==> src/design/rplb_pkg.sv <==
package rplb_pkg;

	localparam int DEF_MEMORY_DEPTH = 4096;
	localparam int DEF_SAMPLE_BITS  = 24;

	localparam int CFG_INDEX_W = 2;
	localparam int CFG_DATA_W  = 25;
	localparam int LEN_W       = 13;
	localparam int REC_INC_W   = 24;
	localparam int PLAY_INC_W  = 24;
	localparam int INV_W       = 25;
	localparam int PHASE_W     = 32;
	localparam int FRAC_BITS   = 16;
	localparam int IDX_W       = PHASE_W - FRAC_BITS;
	localparam int LW_W        = LEN_W + 1;
	localparam int SYNC_W      = 18;
	localparam int MODE_W      = 3;
	localparam int CMD_W       = 3;
	localparam int PROD_W      = PHASE_W + INV_W + 1;
	localparam int SYNC_SHIFT  = 24;

	localparam int FIFO_DEPTH = 4;
	localparam int FIFO_PTR_W = 2;
	localparam int FIFO_CNT_W = 3;

	localparam logic [LEN_W-1:0]      RST_BUFFER_LENGTH    = 13'd1280;
	localparam logic [REC_INC_W-1:0]  RST_RECORD_INCREMENT = 24'd190;
	localparam logic [PLAY_INC_W-1:0] RST_PLAY_INCREMENT   = 24'd190;
	localparam logic [INV_W-1:0]      RST_INVERSE_LENGTH   = 25'd13107;

	localparam logic [PHASE_W-1:0] ONE_ENTRY = 32'h0001_0000;

	localparam logic [SYNC_W-1:0] SYNC_MAX = 18'h1FFFF;
	localparam logic [SYNC_W-1:0] SYNC_MIN = 18'h20000;

	localparam logic [CFG_INDEX_W-1:0] REG_BUFFER_LENGTH    = 2'd0;
	localparam logic [CFG_INDEX_W-1:0] REG_RECORD_INCREMENT = 2'd1;
	localparam logic [CFG_INDEX_W-1:0] REG_PLAY_INCREMENT   = 2'd2;
	localparam logic [CFG_INDEX_W-1:0] REG_INVERSE_LENGTH   = 2'd3;

	localparam logic [CMD_W-1:0] CMD_TICK   = 3'd0;
	localparam logic [CMD_W-1:0] CMD_RECORD = 3'd1;
	localparam logic [CMD_W-1:0] CMD_PLAY   = 3'd2;
	localparam logic [CMD_W-1:0] CMD_LOOP   = 3'd3;
	localparam logic [CMD_W-1:0] CMD_DUMP   = 3'd4;
	localparam logic [CMD_W-1:0] CMD_STOP   = 3'd5;

	typedef enum logic [MODE_W-1:0] {
		MODE_IDLE   = 3'd0,
		MODE_RECORD = 3'd1,
		MODE_PLAY   = 3'd2,
		MODE_LOOP   = 3'd3,
		MODE_DUMP   = 3'd4
	} mode_t;

	typedef enum logic [1:0] {
		SEL_ZERO,
		SEL_SAMPLE,
		SEL_STORE
	} out_sel_t;

	typedef struct packed {
		logic     valid;
		out_sel_t sel;
		logic     sync_en;
		mode_t    mode;
	} tick_ctl_t;

endpackage

==> src/design/rplb_fifo.sv <==
module rplb_fifo #(
	parameter int SAMPLE_BITS = rplb_pkg::DEF_SAMPLE_BITS
) (
	input  logic                        clk,
	input  logic                        arst_n,
	input  logic                        claim,
	output logic                        full,
	input  logic                        push,
	input  logic [SAMPLE_BITS-1:0]      push_sample,
	input  logic [rplb_pkg::SYNC_W-1:0] push_sync,
	input  rplb_pkg::mode_t             push_mode,
	output logic                        result_valid,
	input  logic                        result_stall,
	output logic [SAMPLE_BITS-1:0]      output_sample,
	output logic [rplb_pkg::SYNC_W-1:0] sync_value,
	output logic [rplb_pkg::MODE_W-1:0] active_mode
);

	import rplb_pkg::*;

	logic [SAMPLE_BITS-1:0] sample_q [FIFO_DEPTH];
	logic [SYNC_W-1:0]      sync_q   [FIFO_DEPTH];
	mode_t                  mode_q   [FIFO_DEPTH];

	logic [FIFO_PTR_W-1:0] wr_ptr_q, rd_ptr_q;
	logic [FIFO_CNT_W-1:0] occ_q;
	logic [FIFO_CNT_W-1:0] credit_q;
	logic                  pop;

	assign result_valid  = occ_q != '0;
	assign pop           = result_valid && !result_stall;
	assign full          = credit_q == FIFO_CNT_W'(FIFO_DEPTH);
	assign output_sample = sample_q[rd_ptr_q];
	assign sync_value    = sync_q[rd_ptr_q];
	assign active_mode   = mode_q[rd_ptr_q];

	// Credits count every tick from its acceptance until its result leaves, so the queue never overflows.
	always_ff @(posedge clk or negedge arst_n) begin
		if (!arst_n) begin
			wr_ptr_q <= '0;
			rd_ptr_q <= '0;
			occ_q    <= '0;
			credit_q <= '0;
		end else begin
			if (push) begin
				wr_ptr_q <= wr_ptr_q + FIFO_PTR_W'(1);
			end
			if (pop) begin
				rd_ptr_q <= rd_ptr_q + FIFO_PTR_W'(1);
			end
			occ_q    <= occ_q + FIFO_CNT_W'(push) - FIFO_CNT_W'(pop);
			credit_q <= credit_q + FIFO_CNT_W'(claim) - FIFO_CNT_W'(pop);
		end
	end

	always_ff @(posedge clk) begin
		if (push) begin
			sample_q[wr_ptr_q] <= push_sample;
			sync_q[wr_ptr_q]   <= push_sync;
			mode_q[wr_ptr_q]   <= push_mode;
		end
	end

endmodule

==> config.mk <==
export PLATFORM = sky130hd
export DESIGN_NAME = rplb_fifo
export DESIGN_NICKNAME = d
export VERILOG_FILES = /design/src/design/rplb_pkg.sv /design/src/design/rplb_fifo.sv
export SDC_FILE = /design/constraint.sdc
export NUM_CORES = 1
export LEC_CHECK = 0
export BUFFER_PORTS_ARGS = -buffer_cell sky130_fd_sc_hd__buf_2
export CAP_MARGIN = 5
export CORE_UTILIZATION = 61
export CTS_BUF_LIST = sky130_fd_sc_hd__clkbuf_16
export CTS_CLUSTER_SIZE = 24
export DETAILED_ROUTE_END_ITERATION = 10
export PLACE_DENSITY = 0.84
export SLEW_MARGIN = 10
export SYNTH_ARGS = -nofsm -noshare
export SYNTH_HDL_FRONTEND = slang
export SYNTH_SLANG_ARGS = --single-unit
==> constraint.sdc <==
create_clock -name clk -period 5.55 [get_ports clk]
set_clock_uncertainty 0.2 [all_clocks]
set_input_delay 1.11 -clock clk [delete_from_list [all_inputs] [get_ports clk]]
set_output_delay 1.11 -clock clk [all_outputs]
set_load 0.05 [all_outputs]
==> results.json, run 1 <==
{
  "cts_made_buffers": 17,
  "drive_above_1_share_pct": 44.8,
  "drcViolationCount": 0,
  "finalWirelength_um": 11500,
  "synth_nets": 343,
  "rsz0062_at_grt": "false",
  "yosys-top-cells-area": "edfxtp_1, mux4_2, dfrtp_1",
  "synth_edf_count": 180,
  "post_cts_buffers": 0,
  "critPathCaptureType": "primary output",
  "grt_pass1_vias": 3372,
  "n_antenna_cell": 0,
  "drv_slew": 0,
  "setup_ws_ps": 1880,
  "worst_slew_pin_slew_ps": 1170,
  "synth_seq_cells": 190,
  "min_path_type": "in2async",
  "gp_congestion": 0.690,
  "dieArea_um2": 12000,
  "grt_pass1_wl_um": 17600,
  "dp_slack_ps": 2280,
  "wl_per_cell_um": 21.2,
  "ys_types": 20,
  "drtIter0Drc": 172,
  "finalSetupViolCount": 0,
  "path_cells": "mux4_2, buf_2",
  "crit_slowest_cell": "dfrtp_4",
  "die_w_um": 110,
  "reg2reg_depth": 7,
  "areaGrowthSynthToFinish_pct": 16.3,
  "syn_area_um2": 7070,
  "netlist_instances": 283,
  "slowest_delay_ps": 1040,
  "synth_top_area_share_pct": 76.4,
  "crit_fanout": 47,
  "first_pass_iters": 4,
  "grt_max_degree": 48,
  "core_area_um2": 11100,
  "yosys.area.top_type": "edfxtp_1",
  "syn_area_per_cell_um2": 25.0,
  "vias_per_cell": 5.80,
  "ir_drop_v": 0.000500,
  "yosysMostFrequentCell": "edfxtp_1",
  "grtUsageTotal_pct": 21.5,
  "switching_share_pct": 38.0,
  "die_y_um": 110,
  "ios": 97,
  "tns_ps": 0,
  "synth_seq_area_share_pct": 80.0,
  "via_count": 3155,
  "min_period_ps": 3670,
  "crit_arrival_ps": 2360,
  "cts_max_level": 4,
  "outcome": "completed",
  "power_frac_seq_pct": 42.4,
  "io_buffers": 96,
  "cts_resized": 0,
  "worstSetupStartpointType": "flip-flop",
  "ant_nets": 0,
  "p_leak_nw": 2.91,
  "initial_core_util_pct": 63.8,
  "ys_warn_count": 0,
  "fin_crit_sh_pct": 66.2,
  "drv_cap": 0,
  "cts.sinks": 190,
  "hold_viol": 0,
  "dp_hpwl_um": 6810,
  "crit_required_ps": 4240,
  "slew_headroom_pct": 22.1,
  "postCtsHoldBufs": 0,
  "combinationalPowerShare_pct": 35.0,
  "clkPwrFrac_pct": 22.6,
  "tritoncts": "done",
  "clk_latency_ps": 420,
  "synth_commonest_cells": "edfxtp_1, mux4_2, inv_1",
  "clkTransAtPathRegs_ps": 60,
  "switchingPower_mw": 1.91,
  "antenna_found_initial": 1,
  "ys.flop_type": "edfxtp_1",
  "internal_power_mw": 3.12,
  "cts-root-buf": "clkbuf_16",
  "path_class": "reg2out",
  "ys_async_sr_fraction_pct": 5.26,
  "num_rows": 38,
  "power_density_nw_per_um2": 612,
  "nNetsFinal": 452,
  "max_freq_mhz": 272,
  "gr-total-overflow": 0,
  "cts_buffer_depth": 2
}
-- through the flow --
stage / std cells / power, mW / area [um2] / hold slack [ps] / utilization [%]
2_1_floorplan: 283 / 3.58 / 7070 / 294 / -
3_3_place_gp: 513 / 3.91 / 7670 / 321 / 69.2
3_5_place_dp: 513 / 3.95 / 7670 / 328 / 69.2
4_1_cts: 544 / 5.09 / 8220 / 323 / 74.2
5_1_grt: 544 / 5.25 / 8220 / 330 / 74.2
6_report: 544 / 5.03 / 8220 / 332 / 74.2
-- final cells by class --
type	count	area (um2)
Clock buffer	17	425
Multi-Input combinational cell	72	1280
Clock inverter	14	129
Sequential cell	190	5660
Inverter	11	41.3
Fill cell	615	2860
Tap cell	140	175
Timing Repair Buffer	100	510
-- state kept, by name, indices dropped and copies added (netlist names) --
signal,cells
credit_q,3
sample_q,96
wr_ptr_q,2
occ_q,3
rd_ptr_q,2
sync_q,72
mode_q,12
-- logic make-up (layout without fill, tap and decap cells) --
logic type,after synthesis,after routing,synth area share [%]
flip-flops,190,190,80.0
multiplexers,45,45,14.3
buffers and inverters,21,142,1.98
adder cells (fa/ha/maj),10,10,1.98
AND/OR/NAND/NOR,9,9,0.796
XOR/XNOR,7,7,0.867
AO/OA/AOI/OAI,1,1,0.0707
-- cells in the final DEF, fill, tap and decap left out --
| master | netlist | routed |
|---|---|---|
| fa_1 | 2 | 2 |
| dfrtp_2 | 0 | 1 |
| edfxtp_1 | 180 | 180 |
| nand2_1 | 1 | 1 |
| o21ai_0 | 1 | 1 |
| nor2_1 | 1 | 1 |
| and3_1 | 1 | 1 |
| bufinv_16 | 0 | 2 |
| xnor2_1 | 2 | 2 |
| clkbuf_16 | 0 | 17 |
| nor3_1 | 1 | 1 |
| nor3b_2 | 1 | 1 |
| clkinv_2 | 0 | 6 |
| buf_2 | 5 | 96 |
| mux4_2 | 45 | 45 |
| and2_2 | 0 | 4 |
| xor2_1 | 5 | 5 |
| inv_1 | 11 | 13 |
| clkinvlp_4 | 0 | 3 |
| dfrtp_4 | 0 | 1 |
| dfrtp_1 | 10 | 8 |
| inv_6 | 0 | 1 |
| buf_4 | 1 | 4 |
| ha_1 | 8 | 8 |
-- worst max-delay path: cells and delay by family (launching register included) --
family,cells,cell delay [ps]
buf+inv,1,230
mux,1,640
flops,1,1040
-- worst paths after layout --
check	endpoint	startpoint	slack (ps)
setup / recovery	active_mode[1]	rd_ptr_q[0]$_DFFE_PN0P_	1880
hold / removal	wr_ptr_q[0]$_DFFE_PN0P_	arst_n	330
setup reg to reg	occ_q[2]$_DFF_PN0_	occ_q[1]$_DFF_PN0_	3160
hold reg to reg	wr_ptr_q[0]$_DFFE_PN0P_	wr_ptr_q[0]$_DFFE_PN0P_	370
max in group asynchronous	rd_ptr_q[0]$_DFFE_PN0P_	arst_n	4610
min in group clk	wr_ptr_q[0]$_DFFE_PN0P_	wr_ptr_q[0]$_DFFE_PN0P_	370
-- layer usage --
layer	part of all wire, %	track usage [%]	wire length [um]
met5	0.11	0	13
met3	4.9	6.40	563
met1	41	26.3	4720
met2	52	35.5	6000
met4	1.9	10.3	221
-- power by group through the flow --
| stage | logic, mW | registers (mW) | clock network, mW |
|---|---|---|---|
| after floorplan | 1.61 | 1.97 | 0 |
| after global placement | 1.75 | 2.15 | 0 |
| after detailed placement | 1.78 | 2.17 | 0 |
| after CTS | 1.79 | 2.15 | 1.15 |
| after global routing | 1.87 | 2.18 | 1.20 |
| final | 1.76 | 2.13 | 1.13 |
No activity file was read; power rests on OpenSTA's default activity.
==> run 2, diff against run 1 <==
--- a/config.mk
+++ b/config.mk
@@ -7,11 +7,11 @@
 export LEC_CHECK = 0
 export BUFFER_PORTS_ARGS = -buffer_cell sky130_fd_sc_hd__buf_2
 export CAP_MARGIN = 5
-export CORE_UTILIZATION = 61
+export CORE_UTILIZATION = 51
 export CTS_BUF_LIST = sky130_fd_sc_hd__clkbuf_16
 export CTS_CLUSTER_SIZE = 24
 export DETAILED_ROUTE_END_ITERATION = 10
-export PLACE_DENSITY = 0.84
+export PLACE_DENSITY = 0.75
 export SLEW_MARGIN = 10
 export SYNTH_ARGS = -nofsm -noshare
 export SYNTH_HDL_FRONTEND = slang
==> constraint.sdc (replaced) <==
create_clock -name clk -period 3 [get_ports clk]
set_clock_uncertainty 0.2 [all_clocks]
set_input_delay 0.6 -clock clk [delete_from_list [all_inputs] [get_ports clk]]
set_output_delay 0.6 -clock clk [all_outputs]
set_load 0.05 [all_outputs]
==> results.json, run 2 (same netlist as run 1, synthesis figures left out) <==
{
  "clkTransAtPathRegs_ps": 60,
  "grt_pass1_wl_um": 18600,
  "die_w_um": 120,
  "hold_viol": 0,
  "postPlaceCellArea_um2": 7800,
  "clk_latency_ps": 420,
  "utilization_pct": 63.0,
  "path_class": "reg2out",
  "cts-root-buf": "clkbuf_16",
  "rsz0062_at_grt": "false",
  "final_cell_mix": "edfxtp_1, buf_2, mux4_2",
  "p_leak_nw": 2.98,
  "crit_required_ps": 2200,
  "switching_share_pct": 36.6,
  "post-route-cell-area_um2": 8440,
  "finalSetupViolCount": 0,
  "top_regs": "sample_q: 96 flops, sync_q: 72 flops, mode_q: 12 flops",
  "nNetsFinal": 456,
  "worst_slew_pin_slew_ps": 567,
  "ant_nets": 0,
  "tritoncts": "done",
  "io_buffers": 96,
  "post_cts_buffers": 0,
  "combinationalPowerShare_pct": 37.7,
  "max_freq_mhz": 348,
  "finalWirelength_um": 11800,
  "final-instance-count-excl-fill": 585,
  "slew_headroom_pct": 62.2,
  "switchingPower_mw": 3.53,
  "dp_hpwl_um": 7150,
  "gr-total-overflow": 0,
  "power_mw": 9.62,
  "ios": 97,
  "tns_ps": 0,
  "vias_per_cell": 5.43,
  "setup_ws_ps": 125,
  "grtUsageTotal_pct": 18.1,
  "placed_cells": 552,
  "cts_max_level": 4,
  "crit_arrival_ps": 2070,
  "grt_pass1_vias": 3490,
  "dp_slack_ps": 534,
  "die_y_um": 120,
  "largest-register": "sample_q",
  "min_path_type": "in2reg",
  "cts.sinks": 190,
  "drv_slew": 0,
  "gp_congestion": 0.669,
  "power_density_nw_per_um2": 1140,
  "cts_resized": 0,
  "clkPwrFrac_pct": 24.2,
  "wl_per_cell_um": 20.1,
  "power_frac_seq_pct": 38.1,
  "antenna_found_initial": 1,
  "core_area_um2": 13400,
  "areaGrowthSynthToFinish_pct": 19.3,
  "grt_max_degree": 43,
  "first_pass_iters": 4,
  "critPathCaptureType": "primary output",
  "largest_register_ffs": 96,
  "internal_power_mw": 6.10,
  "worstSetupStartpointType": "flip-flop",
  "dieArea_um2": 14300,
  "min_period_ps": 2870,
  "via_count": 3178,
  "cts_buffer_depth": 2,
  "outcome": "completed",
  "drtIter0Drc": 245,
  "holdWs_ps": 197,
  "initial_core_util_pct": 52.8,
  "drive_above_1_share_pct": 45.1,
  "fin_crit_sh_pct": 95.8,
  "final_common_cell": "edfxtp_1",
  "crit_fanout": 42,
  "drcViolationCount": 0,
  "num_rows": 42,
  "cts_made_buffers": 17,
  "drv_cap": 0,
  "ir_drop_v": 0.000643
}
[run 2: cell types whose count changed in the layout (fill, tap and decap cells not counted)]
cell and change:
buf_12 +5, buf_4 -2, bufinv_16 +3, clkinv_1 +1, clkinv_2 -2, diode_2 +1
dlygate4sd3_1 +1, inv_1 -1, inv_6 -1
[run 2: what timing repair did]
item,CTS,global route
hold buffers,1,0
endpoints found under the hold margin,10,0
setup endpoints to repair,0,0
[run 2: worst max-delay path: stages, from the launching register on]
cell,delay [ps]
dfrtp_4,490
buf_12,340
mux4_2,580
buf_2,230
[run 2: final timing paths]
| check | start | endpoint | cells past startpoint | slack, ps |
|---|---|---|---|---|
| setup / recovery | rd_ptr_q[0]$_DFFE_PN0P_ | output_sample[18] | 3 | 130 |
| hold / removal | push_sample[3] | sample_q[3][3]$_DFFE_PP_ | 1 | 200 |
| setup reg to reg | occ_q[1]$_DFF_PN0_ | occ_q[2]$_DFF_PN0_ | 7 | 640 |
| hold reg to reg | wr_ptr_q[0]$_DFFE_PN0P_ | wr_ptr_q[0]$_DFFE_PN0P_ | 1 | 330 |
| max in group asynchronous | arst_n | rd_ptr_q[0]$_DFFE_PN0P_ | 2 | 2020 |
| min in group asynchronous | arst_n | wr_ptr_q[0]$_DFFE_PN0P_ | 2 | 360 |
[run 2: final cells by class]
type                       instances  area (um2)
clock buffer                      17         425
timing repair buffer             104         606
inverter                          11        41.3
tap                              176         220
antenna                            1        2.50
multi-input combinational         72        1280
sequential                       190        5660
clock inverter                    14         200
fill                             919        4960
[run 2: routing by layer]
layer  share of wire [%]  vias to the layer above  GRT usage (%)
met2                  53                       94           30.5
met3                 5.5                        9           5.66
met1                  41                     1674           22.5
li1                    -                     1401              -
met5                   0                        -              0
met4                0.83                        0           5.63
[run 2: power groups by stage]
stage	logic [mW]	clock network [mW]	registers, mW
2_1_floorplan	2.98	0	3.65
3_3_place_gp	3.67	0	3.69
3_5_place_dp	3.69	0	3.73
4_1_cts	3.70	2.38	3.67
5_1_grt	3.86	2.47	3.72
6_report	3.63	2.33	3.67
