===== config.mk =====
export PLATFORM = sky130hd
export DESIGN_NAME = rplb_ctrl
export DESIGN_NICKNAME = d
export VERILOG_FILES = /design/src/design/rplb_pkg.sv /design/src/design/rplb_ctrl.sv
export SDC_FILE = /design/constraint.sdc
export NUM_CORES = 1
export LEC_CHECK = 0
export BUFFER_PORTS_ARGS = -buffer_cell sky130_fd_sc_hd__buf_2
export CORE_UTILIZATION = 58
export CTS_CLUSTER_DIAMETER = 80
export CTS_CLUSTER_SIZE = 40
export DETAILED_ROUTE_END_ITERATION = 7
export GPL_TIMING_DRIVEN = 0
export HOLD_SLACK_MARGIN = 0.05
export PLACE_DENSITY = 0.81
export SLEW_MARGIN = 20
export SYNTH_ARGS = -nofsm -noshare
export SYNTH_HDL_FRONTEND = slang
export SYNTH_SLANG_ARGS = --single-unit

===== constraint.sdc =====
create_clock -name clk -period 4.8 [get_ports clk]
set_input_delay 0.48 -clock clk [delete_from_list [all_inputs] [get_ports clk]]
set_output_delay 0.48 -clock clk [all_outputs]
set_load 0.01 [all_outputs]

===== src/design/rplb_pkg.sv =====
package rplb_pkg;

	localparam int DEF_MEMORY_DEPTH = 4096;
	localparam int DEF_SAMPLE_BITS  = 24;

	localparam int CFG_INDEX_W = 2;
	localparam int CFG_DATA_W  = 25;
	localparam int LEN_W       = 13;
	localparam int REC_INC_W   = 24;
	localparam int PLAY_INC_W  = 24;
	localparam int INV_W       = 25;
	localparam int PHASE_W     = 32;
	localparam int FRAC_BITS   = 16;
	localparam int IDX_W       = PHASE_W - FRAC_BITS;
	localparam int LW_W        = LEN_W + 1;
	localparam int SYNC_W      = 18;
	localparam int MODE_W      = 3;
	localparam int CMD_W       = 3;
	localparam int PROD_W      = PHASE_W + INV_W + 1;
	localparam int SYNC_SHIFT  = 24;

	localparam int FIFO_DEPTH = 4;
	localparam int FIFO_PTR_W = 2;
	localparam int FIFO_CNT_W = 3;

	localparam logic [LEN_W-1:0]      RST_BUFFER_LENGTH    = 13'd1280;
	localparam logic [REC_INC_W-1:0]  RST_RECORD_INCREMENT = 24'd190;
	localparam logic [PLAY_INC_W-1:0] RST_PLAY_INCREMENT   = 24'd190;
	localparam logic [INV_W-1:0]      RST_INVERSE_LENGTH   = 25'd13107;

	localparam logic [PHASE_W-1:0] ONE_ENTRY = 32'h0001_0000;

	localparam logic [SYNC_W-1:0] SYNC_MAX = 18'h1FFFF;
	localparam logic [SYNC_W-1:0] SYNC_MIN = 18'h20000;

	localparam logic [CFG_INDEX_W-1:0] REG_BUFFER_LENGTH    = 2'd0;
	localparam logic [CFG_INDEX_W-1:0] REG_RECORD_INCREMENT = 2'd1;
	localparam logic [CFG_INDEX_W-1:0] REG_PLAY_INCREMENT   = 2'd2;
	localparam logic [CFG_INDEX_W-1:0] REG_INVERSE_LENGTH   = 2'd3;

	localparam logic [CMD_W-1:0] CMD_TICK   = 3'd0;
	localparam logic [CMD_W-1:0] CMD_RECORD = 3'd1;
	localparam logic [CMD_W-1:0] CMD_PLAY   = 3'd2;
	localparam logic [CMD_W-1:0] CMD_LOOP   = 3'd3;
	localparam logic [CMD_W-1:0] CMD_DUMP   = 3'd4;
	localparam logic [CMD_W-1:0] CMD_STOP   = 3'd5;

	typedef enum logic [MODE_W-1:0] {
		MODE_IDLE   = 3'd0,
		MODE_RECORD = 3'd1,
		MODE_PLAY   = 3'd2,
		MODE_LOOP   = 3'd3,
		MODE_DUMP   = 3'd4
	} mode_t;

	typedef enum logic [1:0] {
		SEL_ZERO,
		SEL_SAMPLE,
		SEL_STORE
	} out_sel_t;

	typedef struct packed {
		logic     valid;
		out_sel_t sel;
		logic     sync_en;
		mode_t    mode;
	} tick_ctl_t;

endpackage


===== src/design/rplb_ctrl.sv =====
module rplb_ctrl #(
	parameter int MEMORY_DEPTH = rplb_pkg::DEF_MEMORY_DEPTH,
	parameter int SAMPLE_BITS  = rplb_pkg::DEF_SAMPLE_BITS,
	parameter int ADDR_W       = (MEMORY_DEPTH > 1) ? $clog2(MEMORY_DEPTH) : 1
) (
	input  logic                                  clk,
	input  logic                                  arst_n,
	input  logic                                  cfg_we,
	input  logic [rplb_pkg::CFG_INDEX_W-1:0]      cfg_index,
	input  logic [rplb_pkg::CFG_DATA_W-1:0]       cfg_data,
	input  logic                                  item_accept,
	input  logic [rplb_pkg::CMD_W-1:0]            command,
	input  logic [SAMPLE_BITS-1:0]                sample_value,
	output logic                                  clearing,
	output logic                                  mem_we,
	output logic                                  mem_re,
	output logic [ADDR_W-1:0]                     mem_addr,
	output logic [SAMPLE_BITS-1:0]                mem_wdata,
	output rplb_pkg::tick_ctl_t                   ctl_s1,
	output logic [SAMPLE_BITS-1:0]                sample_s1,
	output logic [rplb_pkg::PHASE_W-1:0]          phase_s1,
	output logic [rplb_pkg::INV_W-1:0]            inverse_length
);

	import rplb_pkg::*;

	logic [LEN_W-1:0]      buffer_length_q;
	logic [REC_INC_W-1:0]  record_increment_q;
	logic [PLAY_INC_W-1:0] play_increment_q;
	logic [INV_W-1:0]      inverse_length_q;

	logic              clearing_q;
	logic [ADDR_W-1:0] clr_addr_q;

	mode_t                   mode_q, mode_n;
	logic [PHASE_W-1:0]      phase_q, phase_n;
	logic signed [LW_W-1:0]  lw_q, lw_n;

	logic [LEN_W-1:0]        len_used;
	logic [LEN_W-1:0]        len_m1;
	logic [IDX_W-1:0]        idx;
	logic signed [IDX_W-1:0] lw_ext;
	logic                    idx_ge_len;
	logic                    idx_neg;
	logic                    idx_gt_lw;
	logic                    is_tick;
	logic [PHASE_W-1:0]      rec_sum;
	logic [PHASE_W-1:0]      play_sum;
	logic [PHASE_W-1:0]      dump_sum;
	logic [PHASE_W-1:0]      wrap_phase;

	logic [LEN_W-1:0] acc_idx;
	logic             acc_wr;
	logic             acc_rd;
	tick_ctl_t        ctl_n;

	always_comb begin
		if (buffer_length_q == '0) begin
			len_used = LEN_W'(1);
		end else if (32'(buffer_length_q) > 32'(MEMORY_DEPTH)) begin
			len_used = LEN_W'(MEMORY_DEPTH);
		end else begin
			len_used = buffer_length_q;
		end
	end

	assign len_m1     = len_used - LEN_W'(1);
	assign idx        = phase_q[PHASE_W-1:FRAC_BITS];
	assign lw_ext     = IDX_W'(lw_q);
	assign idx_ge_len = $signed(idx) >= $signed(IDX_W'(len_used));
	assign idx_neg    = idx[IDX_W-1];
	assign idx_gt_lw  = $signed(idx) > lw_ext;
	assign is_tick    = item_accept && (command == CMD_TICK);
	assign rec_sum    = phase_q + PHASE_W'(record_increment_q);
	assign play_sum   = phase_q + {{(PHASE_W-PLAY_INC_W){play_increment_q[PLAY_INC_W-1]}},
		play_increment_q};
	assign dump_sum   = phase_q + ONE_ENTRY;
	assign wrap_phase = PHASE_W'({len_m1, {FRAC_BITS{1'b0}}});

	// Next state of mode, phase and last written index.
	always_comb begin
		mode_n  = mode_q;
		phase_n = phase_q;
		lw_n    = lw_q;
		if (item_accept && command != CMD_TICK) begin
			unique case (command)
				CMD_RECORD: mode_n = MODE_RECORD;
				CMD_PLAY:   mode_n = MODE_PLAY;
				CMD_LOOP:   mode_n = MODE_LOOP;
				CMD_DUMP:   mode_n = MODE_DUMP;
				CMD_STOP:   mode_n = MODE_IDLE;
				default:    mode_n = mode_q;
			endcase
			if (command <= CMD_STOP) begin
				phase_n = '0;
				lw_n    = '1;
			end
		end else if (is_tick) begin
			unique case (mode_q)
				MODE_RECORD: begin
					phase_n = rec_sum;
					if (idx_ge_len) begin
						mode_n = MODE_IDLE;
					end else if (idx_gt_lw) begin
						lw_n = LW_W'(idx[LEN_W-1:0]);
					end
				end
				MODE_PLAY: begin
					phase_n = play_sum;
					if (idx_ge_len || idx_neg) begin
						mode_n = MODE_IDLE;
					end
				end
				MODE_LOOP: begin
					if (idx_ge_len) begin
						phase_n = '0;
					end else if (idx_neg) begin
						phase_n = wrap_phase;
					end else begin
						phase_n = play_sum;
					end
				end
				MODE_DUMP: begin
					phase_n = dump_sum;
					if (idx_ge_len || idx_neg) begin
						mode_n = MODE_IDLE;
					end
				end
				default: begin
					mode_n = mode_q;
				end
			endcase
		end
	end

	// Store access and result control for the tick.
	always_comb begin
		acc_idx       = idx[LEN_W-1:0];
		acc_wr        = 1'b0;
		acc_rd        = 1'b0;
		ctl_n.valid   = is_tick;
		ctl_n.sel     = SEL_ZERO;
		ctl_n.sync_en = 1'b0;
		ctl_n.mode    = mode_n;
		unique case (mode_q)
			MODE_RECORD: begin
				acc_wr        = is_tick && !idx_ge_len && idx_gt_lw;
				ctl_n.sel     = SEL_SAMPLE;
				ctl_n.sync_en = 1'b1;
			end
			MODE_PLAY: begin
				acc_rd        = is_tick;
				ctl_n.sel     = SEL_STORE;
				ctl_n.sync_en = 1'b1;
				if (idx_ge_len) begin
					acc_idx = len_m1;
				end else if (idx_neg) begin
					acc_idx = '0;
				end
			end
			MODE_LOOP: begin
				acc_rd        = is_tick;
				ctl_n.sel     = SEL_STORE;
				ctl_n.sync_en = 1'b1;
				if (idx_ge_len) begin
					acc_idx = '0;
				end else if (idx_neg) begin
					acc_idx = len_m1;
				end
			end
			MODE_DUMP: begin
				if (!(idx_ge_len || idx_neg)) begin
					acc_rd    = is_tick;
					ctl_n.sel = SEL_STORE;
				end
			end
			default: begin
				ctl_n.sel = SEL_ZERO;
			end
		endcase
	end

	// The clearing pass owns the write port; no item is taken meanwhile.
	always_comb begin
		if (clearing_q) begin
			mem_we    = 1'b1;
			mem_re    = 1'b0;
			mem_addr  = clr_addr_q;
			mem_wdata = '0;
		end else begin
			mem_we    = acc_wr;
			mem_re    = acc_rd;
			mem_addr  = ADDR_W'(acc_idx);
			mem_wdata = sample_value;
		end
	end

	always_ff @(posedge clk or negedge arst_n) begin
		if (!arst_n) begin
			buffer_length_q    <= RST_BUFFER_LENGTH;
			record_increment_q <= RST_RECORD_INCREMENT;
			play_increment_q   <= RST_PLAY_INCREMENT;
			inverse_length_q   <= RST_INVERSE_LENGTH;
		end else if (cfg_we) begin
			unique case (cfg_index)
				REG_BUFFER_LENGTH:    buffer_length_q    <= cfg_data[LEN_W-1:0];
				REG_RECORD_INCREMENT: record_increment_q <= cfg_data[REC_INC_W-1:0];
				REG_PLAY_INCREMENT:   play_increment_q   <= cfg_data[PLAY_INC_W-1:0];
				REG_INVERSE_LENGTH:   inverse_length_q   <= cfg_data[INV_W-1:0];
			endcase
		end
	end

	always_ff @(posedge clk or negedge arst_n) begin
		if (!arst_n) begin
			clearing_q <= 1'b1;
			clr_addr_q <= '0;
		end else if (cfg_we && cfg_index == REG_BUFFER_LENGTH) begin
			clearing_q <= 1'b1;
			clr_addr_q <= '0;
		end else if (clearing_q) begin
			if (clr_addr_q == ADDR_W'(MEMORY_DEPTH - 1)) begin
				clearing_q <= 1'b0;
			end else begin
				clr_addr_q <= clr_addr_q + ADDR_W'(1);
			end
		end
	end

	always_ff @(posedge clk or negedge arst_n) begin
		if (!arst_n) begin
			mode_q  <= MODE_IDLE;
			phase_q <= '0;
			lw_q    <= '1;
			ctl_s1  <= '0;
		end else begin
			mode_q  <= mode_n;
			phase_q <= phase_n;
			lw_q    <= lw_n;
			ctl_s1  <= ctl_n;
		end
	end

	always_ff @(posedge clk) begin
		sample_s1 <= sample_value;
		phase_s1  <= phase_n;
	end

	assign clearing       = clearing_q;
	assign inverse_length = inverse_length_q;

endmodule


==> results_dict.tcl <==
set metrics [dict create \
    status "finished clean" \
    synthAdderAreaFrac 0.0890 \
    core_area_mm2 0.0212 \
    cts_root_buffer "clkbuf_16" \
    io-pin-count 185 \
    cp.arrival_ns 4.15 \
    fin_crit_sh 0.965 \
    clock_latency_ns 0.51 \
    top_usage_layer "met2" \
    intPower_mw 3.42 \
    setup-violations-final 0 \
    p_per_area_mw_per_mm2 386 \
    drcViolationCount 0 \
    synth_area_mm2 0.0127 \
    htree_levels 1 \
    synth-main-ff-cell "dfrtp_1" \
    cts_made_buffers 12 \
    clock_skew_ns 0.0274 \
    num_rows 53 \
    ys_types 93 \
    antenna_cells 0 \
    drt-initial-drc-count 1031 \
    syn_avg_cell_area_um2 9.61 \
    power_frac_comb 0.383 \
    syn_inst 1320 \
    synth-edff-count 0 \
    period_needed_ns 4.63 \
    worstPathRequired_ns 4.32 \
    clock-sinks 208 \
    first_pass_iters 7 \
    synthXorXnorAreaFrac 0.0435 \
    final_nets 1671 \
    maxSlewViolCount 0 \
    dp_hpwl_mm 29.5 \
    switchingPower_mw 2.17 \
    async_flop_share 0.731 \
    setup_slack_ns 0.167 \
    synthSimpleGateAreaFrac 0.138 \
    start_kind "register" \
    synth.mux.area_fraction 0.0838 \
    clock.fmax_mhz 216 \
    leakagePower_nw 6.63 \
    path_max_fanout 6 \
    die_area_mm2 0.0225 \
    grt-ovfl-total 0 \
    cap_viol_max_count 0 \
    die_w_um 150 \
    met3_usage 0.0613 \
    yosys_warnings 0 \
    ant_nets 0 \
    grt_pass1_wl_mm 59.6 \
    antenna_found_initial 0 \
    hold_class "in -> reg" \
    hold_viol_final 0 \
    grt_pass1_vias 10900 \
    start_util 0.598 \
    use_met2 0.560 \
    tightestPinTransition_ns 1.10 \
    fp.dieH_um 150 \
    ys_seq_area_frac 0.392 \
    cts_tree "done" \
    synth-seq-cells 208 \
    p_clk_frac 0.215 \
    synth_top_family_by_area "compound AO/OA/AOI/OAI gates" \
    dpl_worst_slack_ns 0.468 \
    post-synth-top-area-fraction 0.227 \
    via_per_inst 6.44 \
    wire_per_inst_um 21.6 \
    syn_to_final_growth_pct 14.2 \
    syn_nets 1467 \
    grt_max_degree 103 \
    grt_use_met1 0.458 \
    synthTopCellsByArea "dfrtp_1 23%, dfxtp_1 8.8%, ha_1 8.6%, dfstp_2 7.7%, mux2_2 7.6%" \
    drive_above_1_share 0.258 \
    end_kind "primary output" \
    utilization 0.682 \
    p_seq_frac 0.402 \
    p_sw_frac 0.388 \
    synth_top_area_cell "dfrtp_1" \
    vias 11600 \
    crit_type "reg -> out" \
    synth_compound_area_frac 0.219 \
    clk_pin_slew_worst_paths_ns 0.11 \
    ir_drop_v 0.000432 \
    maxSlewHeadroom 0.264 \
    clockBufferDepth 3 \
    routed_wirelength_mm 39.1 \
    gp_congestion 0.997 \
    portBuffers 184 \
    grt_usage 0.346 \
]
==> path summary, 6_finish.rpt <==
| check | from | end | slack, ns | cells after the start |
|---|---|---|---|---|
| worst max-delay path | buffer_length_q[7]$_DFFE_PN0P_ | mem_addr[10] | 0.17 | 16 |
| worst min-delay path | sample_value[2] | sample_s1[2]$_DFF_P_ | 0.08 | 1 |
| worst max register to register | buffer_length_q[7]$_DFFE_PN0P_ | phase_q[21]$_DFF_PN0_ | 0.44 | 15 |
| worst min register to register | inverse_length[17]$_DFFE_PN0P_ | inverse_length[17]$_DFFE_PN0P_ | 0.51 | 1 |
| max in group asynchronous | arst_n | buffer_length_q[6]$_DFFE_PN0P_ | 3.45 | 3 |
| min in group asynchronous | arst_n | play_increment_q[22]$_DFFE_PN0P_ | 0.48 | 2 |
==> worst max-delay path, cell delays in order, from the launching register on <==
cell and delay, ns:
dfrtp_1 0.46, or4_4 0.56, or3_1 0.38, nor2_4 0.14
o21ai_4 0.10, inv_1 0.07, ha_1 0.14, nor2b_1 0.05
o21ai_0 0.15, a211oi_1 0.13, nor3_4 0.23, buf_4 0.17
o2111ai_2 0.24, a21oi_1 0.33, nor3_1 0.09, o31ai_1 0.24
buf_2 0.18
==> layout make-up <==
type	instances	area [µm²]
multi-input cells	1011	7310
fillers	1696	6740
flip-flops and latches	208	4970
repair buffers	190	998
clock buffers	14	350
well taps	275	344
plain buffers	56	268
inverters	45	169
clock inverters	6	73.8
==> routing by layer <==
layer / share of wire / vias up
met3: 0.092 / 129
met2: 0.46 / 643
met1: 0.40 / 5572
met5: 0 / -
li1: - / 5286
met4: 0.042 / 0
==> stage by stage <==
step / TNS [ns] / hold WS, ns / std cells / power [mW] / area, µm²
2_1_floorplan: 0 / 0.184 / 1320 / 3.62 / 12700
3_3_place_gp: 0 / 0.479 / 1779 / 4.24 / 14000
3_5_place_dp: 0 / 0.423 / 1780 / 4.31 / 14000
4_1_cts: 0 / 0.0755 / 1801 / 5.51 / 14400
5_1_grt: -0.00300 / 0.0686 / 1805 / 5.85 / 14500
6_report: 0 / 0.0826 / 1805 / 5.59 / 14500
==> cell families (layout without fill, tap and decap cells) <==
logic type / count (synthesis) / in the layout
adder cells (fa/ha/maj): 89 / 89
AO/OA/AOI/OAI: 406 / 406
flip-flops: 208 / 208
AND/OR/NAND/NOR: 358 / 358
multiplexers: 95 / 95
XOR/XNOR: 63 / 63
buffers and inverters: 101 / 311
==> flip-flops by register name (all words and copies together) (netlist names) <==
register            count
buffer_length_q        13
phase_q                32
record_increment_q     24
mode_q                  3
sample_s1              24
clearing                1
phase_s1               32
clr_addr_q             12
ctl_s1                  4
play_increment_q       24
lw_q                   14
inverse_length         25
==> power groups by stage <==
stage          clock network, mW  logic, mW  registers [mW]
3_5_place_dp                   0       2.04            2.27
4_1_cts                     1.22       2.05            2.24
3_3_place_gp                   0       1.98            2.26
2_1_floorplan                  0       1.39            2.23
5_1_grt                     1.28       2.30            2.27
6_report                    1.20       2.14            2.25
==> repair_timing <==
item,4_1_cts,5_1_grt
hold endpoints to repair,35,0
setup buffers,0,4
hold buffers,1,0
endpoints found under the setup margin,0,14
gates resized for setup,0,9
==> cells in the mapped netlist (all sizes together) (10+ instances only) <==
master,n
nor2b,32
o211ai,14
a21oi,100
nor3,28
dfrtp,115
clkbuf,46
o21a,18
mux2,87
a31oi,10
dfstp,37
dfxtp,56
nand2b,10
nand2,105
a211oi,25
a221oi,16
o22a,14
ha,87
inv,44
buf,10
and3,11
nand4,12
a21o,22
nand3,25
or3,11
o21ai,91
xor2,26
xnor2,37
o22ai,11
nor2,88
==> cell usage in the layout (no fill, tap or decap), drive strengths merged, types with 12 or more instances in the layout <==
master / instances
a21oi: 100
clkbuf: 59
ha: 87
a211oi: 25
nand3: 25
nand4: 12
dfstp: 37
xor2: 26
buf: 200
nor2: 88
o21ai: 91
o21a: 18
a21o: 22
inv: 49
dfxtp: 56
o211ai: 14
dfrtp: 115
nor2b: 32
mux2: 87
o22a: 14
nand2: 105
nor3: 28
xnor2: 37
a221oi: 16
No activity file was read; power rests on OpenSTA's default activity.
